$ cat src/hw/rtl/ttip_pkg.sv
// shared constants, types and digit decode for the text to integer parser
`default_nettype none

package ttip_pkg;

    // parse phase codes
    typedef logic [1:0] t_phase;
    localparam t_phase PH_SIGN   = 2'd0;
    localparam t_phase PH_ZERO   = 2'd1;
    localparam t_phase PH_X      = 2'd2;
    localparam t_phase PH_DIGITS = 2'd3;

    // field widths
    localparam int unsigned CH_W    = 8;
    localparam int unsigned RADIX_W = 6;
    localparam int unsigned VALUE_W = 32;
    localparam int unsigned LEN_W   = 4;
    localparam int unsigned COUNT_W = 4;

    // stream payload widths, padded to whole bytes
    localparam int unsigned S_TDATA_W = 16;
    localparam int unsigned M_TDATA_W = 40;

    // characters and radix values
    localparam logic [CH_W-1:0]    CH_MINUS    = 8'h2D;
    localparam logic [CH_W-1:0]    CH_ZERO     = 8'h30;
    localparam logic [CH_W-1:0]    CH_LOWER_X  = 8'h78;
    localparam logic [RADIX_W-1:0] RADIX_RESET = 6'd10;
    localparam logic [RADIX_W-1:0] RADIX_HEX   = 6'd16;

    // decoded digit: ok is low for a byte that is no digit
    typedef struct packed {
        logic               ok;
        logic [RADIX_W-1:0] val;
    } t_digit;

    // map '0'-'9', 'A'-'Z', 'a'-'z' to 0..35
    function automatic t_digit digit_of(input logic [CH_W-1:0] c);
        t_digit d;
        d.ok  = 1'b1;
        d.val = '0;
        case (c) inside
            [8'h30:8'h39]: d.val = RADIX_W'(c - 8'h30);
            [8'h41:8'h5A]: d.val = RADIX_W'(c - 8'h41 + 8'd10);
            [8'h61:8'h7A]: d.val = RADIX_W'(c - 8'h61 + 8'd10);
            default:       d.ok  = 1'b0;
        endcase
        return d;
    endfunction

endpackage

`default_nettype wire

$ cat src/hw/rtl/text_to_integer_parser.sv
// streaming ascii to integer parser with sign and hex prefix handling
// an accepted item is held in the input register; the result it ends is held in the result register
// throughput: one item per cycle while the output is not stalled; the multiply-accumulate is combinational
// a stalled output holds the item in the input register; input ready is high while it is empty or the stage advances
// reset: synchronous active low, clears the parse state and both valid flags
`default_nettype none

module text_to_integer_parser #(
    parameter int unsigned MAX_DIGITS = 9
) (
    input  wire                               i_clk,
    input  wire                               i_rst_n,
    // item in
    input  wire                               s_axis_tvalid,
    output logic                              s_axis_tready,
    // [7:0] ch, [13:8] radix, [15:14] zero
    input  wire  [ttip_pkg::S_TDATA_W-1:0]    s_axis_tdata,
    // [0] start_req
    input  wire                               s_axis_tuser,
    // result out
    output logic                              m_axis_tvalid,
    input  wire                               m_axis_tready,
    // [31:0] value, [35:32] consumed_length, [39:36] zero
    output logic [ttip_pkg::M_TDATA_W-1:0]    m_axis_tdata
);

    import ttip_pkg::*;

    localparam logic [COUNT_W-1:0] MAX_CNT = COUNT_W'(MAX_DIGITS);

    // input register
    logic                  r_in_valid;
    logic                  r_start;
    logic [CH_W-1:0]       r_ch;
    logic [RADIX_W-1:0]    r_radix;

    // parse state
    logic                  r_busy;
    logic                  r_neg;
    logic [VALUE_W-1:0]    r_acc;
    logic [COUNT_W-1:0]    r_dcnt;
    logic [COUNT_W-1:0]    r_bcnt;
    t_phase                r_phase;
    logic [RADIX_W-1:0]    r_act_radix;

    // next state
    logic                  n_busy;
    logic                  n_neg;
    logic [VALUE_W-1:0]    n_acc;
    logic [COUNT_W-1:0]    n_dcnt;
    logic [COUNT_W-1:0]    n_bcnt;
    t_phase                n_phase;
    logic [RADIX_W-1:0]    n_act_radix;
    logic                  n_emit;
    logic [VALUE_W-1:0]    n_value;

    // result register
    logic                  r_out_valid;
    logic [VALUE_W-1:0]    r_out_value;
    logic [LEN_W-1:0]      r_out_len;

    logic                  fire;
    t_digit                dig;

    // the work stage advances when the result register is free or drains
    assign fire          = r_in_valid && (!r_out_valid || m_axis_tready);
    assign s_axis_tready = !r_in_valid || fire;
    assign dig           = digit_of(r_ch);

    // input register
    always_ff @(posedge i_clk) begin
        if (!i_rst_n) begin
            r_in_valid <= 1'b0;
        end else if (s_axis_tready) begin
            r_in_valid <= s_axis_tvalid;
        end
        if (s_axis_tready && s_axis_tvalid) begin
            r_start <= s_axis_tuser;
            r_ch    <= s_axis_tdata[CH_W-1:0];
            r_radix <= s_axis_tdata[CH_W+RADIX_W-1:CH_W];
        end
    end

    // one parse step on the registered byte
    always_comb begin
        logic done;
        done        = 1'b0;
        n_emit      = 1'b0;
        n_busy      = r_busy;
        n_neg       = r_neg;
        n_acc       = r_acc;
        n_dcnt      = r_dcnt;
        n_bcnt      = r_bcnt;
        n_phase     = r_phase;
        n_act_radix = r_act_radix;

        // start byte opens a new number, abandoning any in progress
        if (r_start) begin
            n_busy      = 1'b1;
            n_neg       = 1'b0;
            n_acc       = '0;
            n_dcnt      = '0;
            n_bcnt      = '0;
            n_phase     = PH_SIGN;
            n_act_radix = r_radix;
        end else if (!r_busy) begin
            done = 1'b1;
        end

        // optional leading minus
        if (!done && n_phase == PH_SIGN) begin
            n_phase = PH_ZERO;
            if (r_ch == CH_MINUS) begin
                n_neg  = 1'b1;
                n_bcnt = COUNT_W'(1);
                done   = 1'b1;
            end
        end

        // leading zero and hex prefix
        if (!done) begin
            if (n_phase == PH_ZERO) begin
                if (r_ch == CH_ZERO) begin
                    n_phase = PH_X;
                    done    = 1'b1;
                end else begin
                    n_phase = PH_DIGITS;
                end
            end else if (n_phase == PH_X) begin
                n_phase = PH_DIGITS;
                if (r_ch == CH_LOWER_X) begin
                    n_act_radix = RADIX_HEX;
                    n_bcnt      = n_bcnt + COUNT_W'(2);
                    done        = 1'b1;
                end else begin
                    // the held zero counts as the first digit
                    n_acc  = '0;
                    n_dcnt = COUNT_W'(1);
                    n_bcnt = n_bcnt + COUNT_W'(1);
                    if (n_dcnt >= MAX_CNT) begin
                        n_emit = 1'b1;
                        done   = 1'b1;
                    end
                end
            end
        end

        // digit multiply-accumulate or terminator
        if (!done) begin
            if (!dig.ok) begin
                n_emit = 1'b1;
            end else begin
                n_acc  = n_acc * {{(VALUE_W-RADIX_W){1'b0}}, n_act_radix}
                         + {{(VALUE_W-RADIX_W){1'b0}}, dig.val};
                n_dcnt = n_dcnt + COUNT_W'(1);
                n_bcnt = n_bcnt + COUNT_W'(1);
                if (n_dcnt >= MAX_CNT) begin
                    n_emit = 1'b1;
                end
            end
        end

        if (n_emit) begin
            n_busy = 1'b0;
        end
        n_value = n_neg ? (VALUE_W'(0) - n_acc) : n_acc;
    end

    // parse state registers
    always_ff @(posedge i_clk) begin
        if (!i_rst_n) begin
            r_busy      <= 1'b0;
            r_neg       <= 1'b0;
            r_acc       <= '0;
            r_dcnt      <= '0;
            r_bcnt      <= '0;
            r_phase     <= PH_SIGN;
            r_act_radix <= RADIX_RESET;
        end else if (fire) begin
            r_busy      <= n_busy;
            r_neg       <= n_neg;
            r_acc       <= n_acc;
            r_dcnt      <= n_dcnt;
            r_bcnt      <= n_bcnt;
            r_phase     <= n_phase;
            r_act_radix <= n_act_radix;
        end
    end

    // result register
    always_ff @(posedge i_clk) begin
        if (!i_rst_n) begin
            r_out_valid <= 1'b0;
        end else if (fire && n_emit) begin
            r_out_valid <= 1'b1;
        end else if (m_axis_tready) begin
            r_out_valid <= 1'b0;
        end
        if (fire && n_emit) begin
            r_out_value <= n_value;
            r_out_len   <= n_bcnt;
        end
    end

    assign m_axis_tvalid = r_out_valid;
    assign m_axis_tdata  = {{(M_TDATA_W-VALUE_W-LEN_W){1'b0}}, r_out_len, r_out_value};

endmodule

`default_nettype wire

$ cat config.mk
export PLATFORM = sky130hd
export DESIGN_NAME = text_to_integer_parser
export DESIGN_NICKNAME = d
export VERILOG_FILES = /design/src/hw/rtl/ttip_pkg.sv /design/src/hw/rtl/text_to_integer_parser.sv
export SDC_FILE = /design/constraint.sdc
export NUM_CORES = 1
export LEC_CHECK = 0
export BUFFER_PORTS_ARGS = -buffer_cell sky130_fd_sc_hd__buf_4
export CORE_AREA = 5 5 146 148
export CTS_BUF_LIST = sky130_fd_sc_hd__clkbuf_8
export DETAILED_ROUTE_END_ITERATION = 10
export DIE_AREA = 0 0 151 153
export PLACE_DENSITY = 0.89
export SYNTH_ARGS = -nofsm -noshare
export SYNTH_HDL_FRONTEND = slang
export SYNTH_SLANG_ARGS = --single-unit
$ cat constraint.sdc
create_clock -name i_clk -period 7.1 [get_ports i_clk]
set_input_delay 0.71 -clock i_clk [delete_from_list [all_inputs] [get_ports i_clk]]
set_output_delay 0.71 -clock i_clk [all_outputs]
set_load 0.02 [all_outputs]
==> impl_metrics.json <==
{
  "outcome": "complete, no violations",
  "place_inst": 1651,
  "cp.required_ps": 7220,
  "clk_path_buf_depth": 2,
  "drtPass1Iterations": 6,
  "synth_top_area_cell": "fa_1",
  "drt_iter0_drc": 1224,
  "holdWs_ps": 466.2,
  "syn_inst": 1313,
  "worst_slew_pin_slew_ps": 1113,
  "synth_top_cell_area_share_pct": 19.43,
  "final_antenna_net_count": 0,
  "ys_seq_area_share_pct": 22.29,
  "clkTransAtPathRegs_ps": 100,
  "synth_seq_cells": 103,
  "initial_core_util_pct": 57.96,
  "crit_fanout": 10,
  "post_drt_wl_per_cell_um": 19.72,
  "timing.max_cap.violations": 0,
  "ys_warn_count": 0,
  "finalCritPeriodShare_pct": 99.54,
  "drc": 0,
  "setup.worst_path.class": "reg -> reg",
  "root_buffer": "clkbuf_8",
  "hpwl_um": 24140,
  "ir_drop_uv": 99.89,
  "num_antenna_cells": 0,
  "cts_hold_buf": 0,
  "antenna_found_initial": 0,
  "worst_skew_pair.late_latency_ps": 390,
  "area_growth_pct": 16.47,
  "synth.cell_area_um2": 11540,
  "yosysUniqueCellTypes": 106,
  "cts_tree": "done",
  "num-fill-cells": 1383,
  "avgSynthCellArea_um2": 8.788,
  "grt-ovfl-total": 0,
  "powerDensity_nw_per_um2": 118.2,
  "max_freq_ghz": 0.1415,
  "endpoint_kind": "flop",
  "hp-class": "reg -> reg",
  "period_needed_ps": 7068,
  "grt_pass1_wl_um": 51990,
  "place_congestion": 0.9696,
  "yosys-top-cells-area": "fa_1 19%, edfxtp_1 13%, dfxtp_1 9.0%",
  "die_y_um": 153,
  "async_flop_share_pct": 0,
  "worst_setup_path_start_kind": "flop",
  "io_buffers": 56,
  "core_um2": 19910,
  "pin_count": 63,
  "fp.dieW_um": 151,
  "grt_pass1_vias": 10420,
  "track_usage_pct": 27.77,
  "synth_edf_count": 51,
  "totalWireLength_um": 33440,
  "hold_violations": 0,
  "clock_sinks": 103,
  "drv_slew": 0,
  "synth_flop_cell": "dfxtp_1",
  "crit_arrival_ps": 7190,
  "p_leak_uw": 0.005894,
  "clock_skew_ps": 16.07,
  "slew_headroom_pct": 25.37,
  "stdcell_count": 1696,
  "die_area_um2": 23100,
  "avgViaCountPerCell": 6.400,
  "h-tree-depth": 3,
  "dr_total_vias": 10860,
  "finalSetupViolations": 0,
  "drive_gt1_share_pct": 21.81,
  "grt_max_degree": 61,
  "rsz0062_at_grt": "yes",
  "numCtsBuffers": 9,
  "nets": 1631,
  "num_rows": 52
}
[cells in the final DEF, fill, tap and decap left out, types with 5 or more instances in the layout]
master,synthesis,final
ha_1,77,72
buf_4,10,155
a211o_1,8,8
a21o_1,10,10
xor2_1,21,20
nand2b_1,10,10
inv_1,68,64
dfxtp_1,52,52
a22oi_1,6,6
clkbuf_8,0,10
or3_1,7,6
o22ai_1,6,5
a31oi_1,18,16
o211ai_1,14,14
o21ai_1,10,8
o21ai_2,0,5
o21a_1,6,6
xnor2_1,46,44
inv_2,0,5
nand2_2,0,15
nand3_1,23,23
nand4_1,12,12
o21ai_0,41,38
nor2b_1,6,5
nor2_2,1,13
mux2_2,6,6
a21oi_1,67,61
nor4_1,9,8
a211oi_1,25,25
nor2_1,270,257
a21oi_2,3,7
nand2_1,110,95
edfxtp_1,51,51
fa_1,112,112
nor3_1,24,22
and2_1,11,11
[registers in the layout, summed over array words and instances (netlist names)]
name and flops:
r_start 1, r_in_valid 1, r_acc 32, r_dcnt 4, r_busy 1, r_out_len 4
r_act_radix 6, m_axis_tvalid 1, r_out_value 32, r_radix 6, r_bcnt 4, r_neg 1
r_ch 8, r_phase 2
[path summary, 6_finish.rpt]
kind	from	to	slack (ps)	cells past startpoint
max	r_ch[1]$_DFFE_PP_	r_out_value[31]$_DFFE_PP_	30	24
min	r_bcnt[1]$_SDFFE_PN0P_	r_bcnt[1]$_SDFFE_PN0P_	470	2
min reg2reg	r_bcnt[1]$_SDFFE_PN0P_	r_bcnt[1]$_SDFFE_PN0P_	470	2
max reg2reg	r_ch[1]$_DFFE_PP_	r_out_value[31]$_DFFE_PP_	30	24
[Yosys cell counts, types with 11 or more instances]
| master | n |
|---|---|
| a211oi_1 | 25 |
| a21oi_1 | 67 |
| a31oi_1 | 18 |
| and2_1 | 11 |
| buf_2 | 16 |
| clkbuf_1 | 36 |
| dfxtp_1 | 52 |
| edfxtp_1 | 51 |
| fa_1 | 112 |
| ha_1 | 77 |
| inv_1 | 68 |
| nand2_1 | 110 |
| nand3_1 | 23 |
| nand4_1 | 12 |
| nor2_1 | 270 |
| nor3_1 | 24 |
| o211ai_1 | 14 |
| o21ai_0 | 41 |
| xnor2_1 | 46 |
| xor2_1 | 21 |
[where the power goes]
group          switching, uW  total [uW]  leakage, uW  internal (uW)
clock                    214         349    0.0000895            135
combinational            346         565      0.00491            220
sequential              20.7         674     0.000895            653
[area by class of cell]
cell class              instances  area, um2  share of cell area, %
clock inverters                 6      37.54                 0.2793
well taps                     270      337.8                  2.514
inverters                      68      255.2                  1.899
repair buffers                163       1297                  9.655
clock buffers                  10      137.6                  1.024
flip-flops and latches        103       2572                  19.14
multi-input cells            1076       8801                  65.49
[what timing repair did]
item | 4_1_cts | 5_1_grt
gates resized for setup | 16 | 77
buffers inserted | 4 | 24
pin swaps | 8 | 39
setup endpoints to repair | 13 | 20
cloned | 0 | 1
[metal layers]
metal / vias up / wire length (um) / part of all wire (%) / global-route usage, %
met5: - / 0 / 0 / 0
met4: 0 / 1684 / 5.0 / 10.84
met3: 160 / 3860 / 12 / 5.686
met2: 767 / 15700 / 47 / 44.70
met1: 5159 / 12190 / 36 / 36.74
li1: 4769 / - / - / -
[cell families (layout without fill, tap and decap cells)]
family | count (synthesis) | after routing | share of synthesized area, %
AOI/OAI and AO/OA | 285 | 285 | 18.21
xor gates and xnor gates | 67 | 67 | 5.086
adders and majority gates | 189 | 189 | 27.78
buffers and inverters | 137 | 247 | 5.021
DFF | 103 | 103 | 22.29
muxes | 7 | 7 | 0.6723
other | 1 | 4 | 0.03250
and+or+nand+nor | 524 | 524 | 20.91
[critical path, cell delays in order, from the launching register on]
cell and delay, ps:
edfxtp_1 410, inv_2 110, ha_4 160, nand2b_4 50, or3_4 420, a31oi_4 240, buf_8 180, buf_4 120
nand2_1 180, nor2_1 190, fa_1 470, fa_1 530, fa_1 510, ha_1 310, ha_1 390, a21o_1 270
a2111oi_2 400, buf_4 190, a31o_2 220, a31oi_1 140, a31o_2 300, xnor2_2 230, nor4_1 120, a311oi_1 500
xor2_1 120
[stage by stage]
stage	power, uW	setup WS (ps)	util, %	setup TNS [ps]	area, um2
after detailed placement	1182	-132.9	63.55	-541.0	12650
final	1588	32.50	67.50	0	13440
after CTS	1525	5.704	64.99	0	12940
after global placement	1167	-87.70	63.55	-87.70	12650
after global routing	1658	-173.4	67.50	-713.0	13440
after floorplan	1024	6.862	-	0	11600
Note: power is estimated with default switching activity, not from simulation.
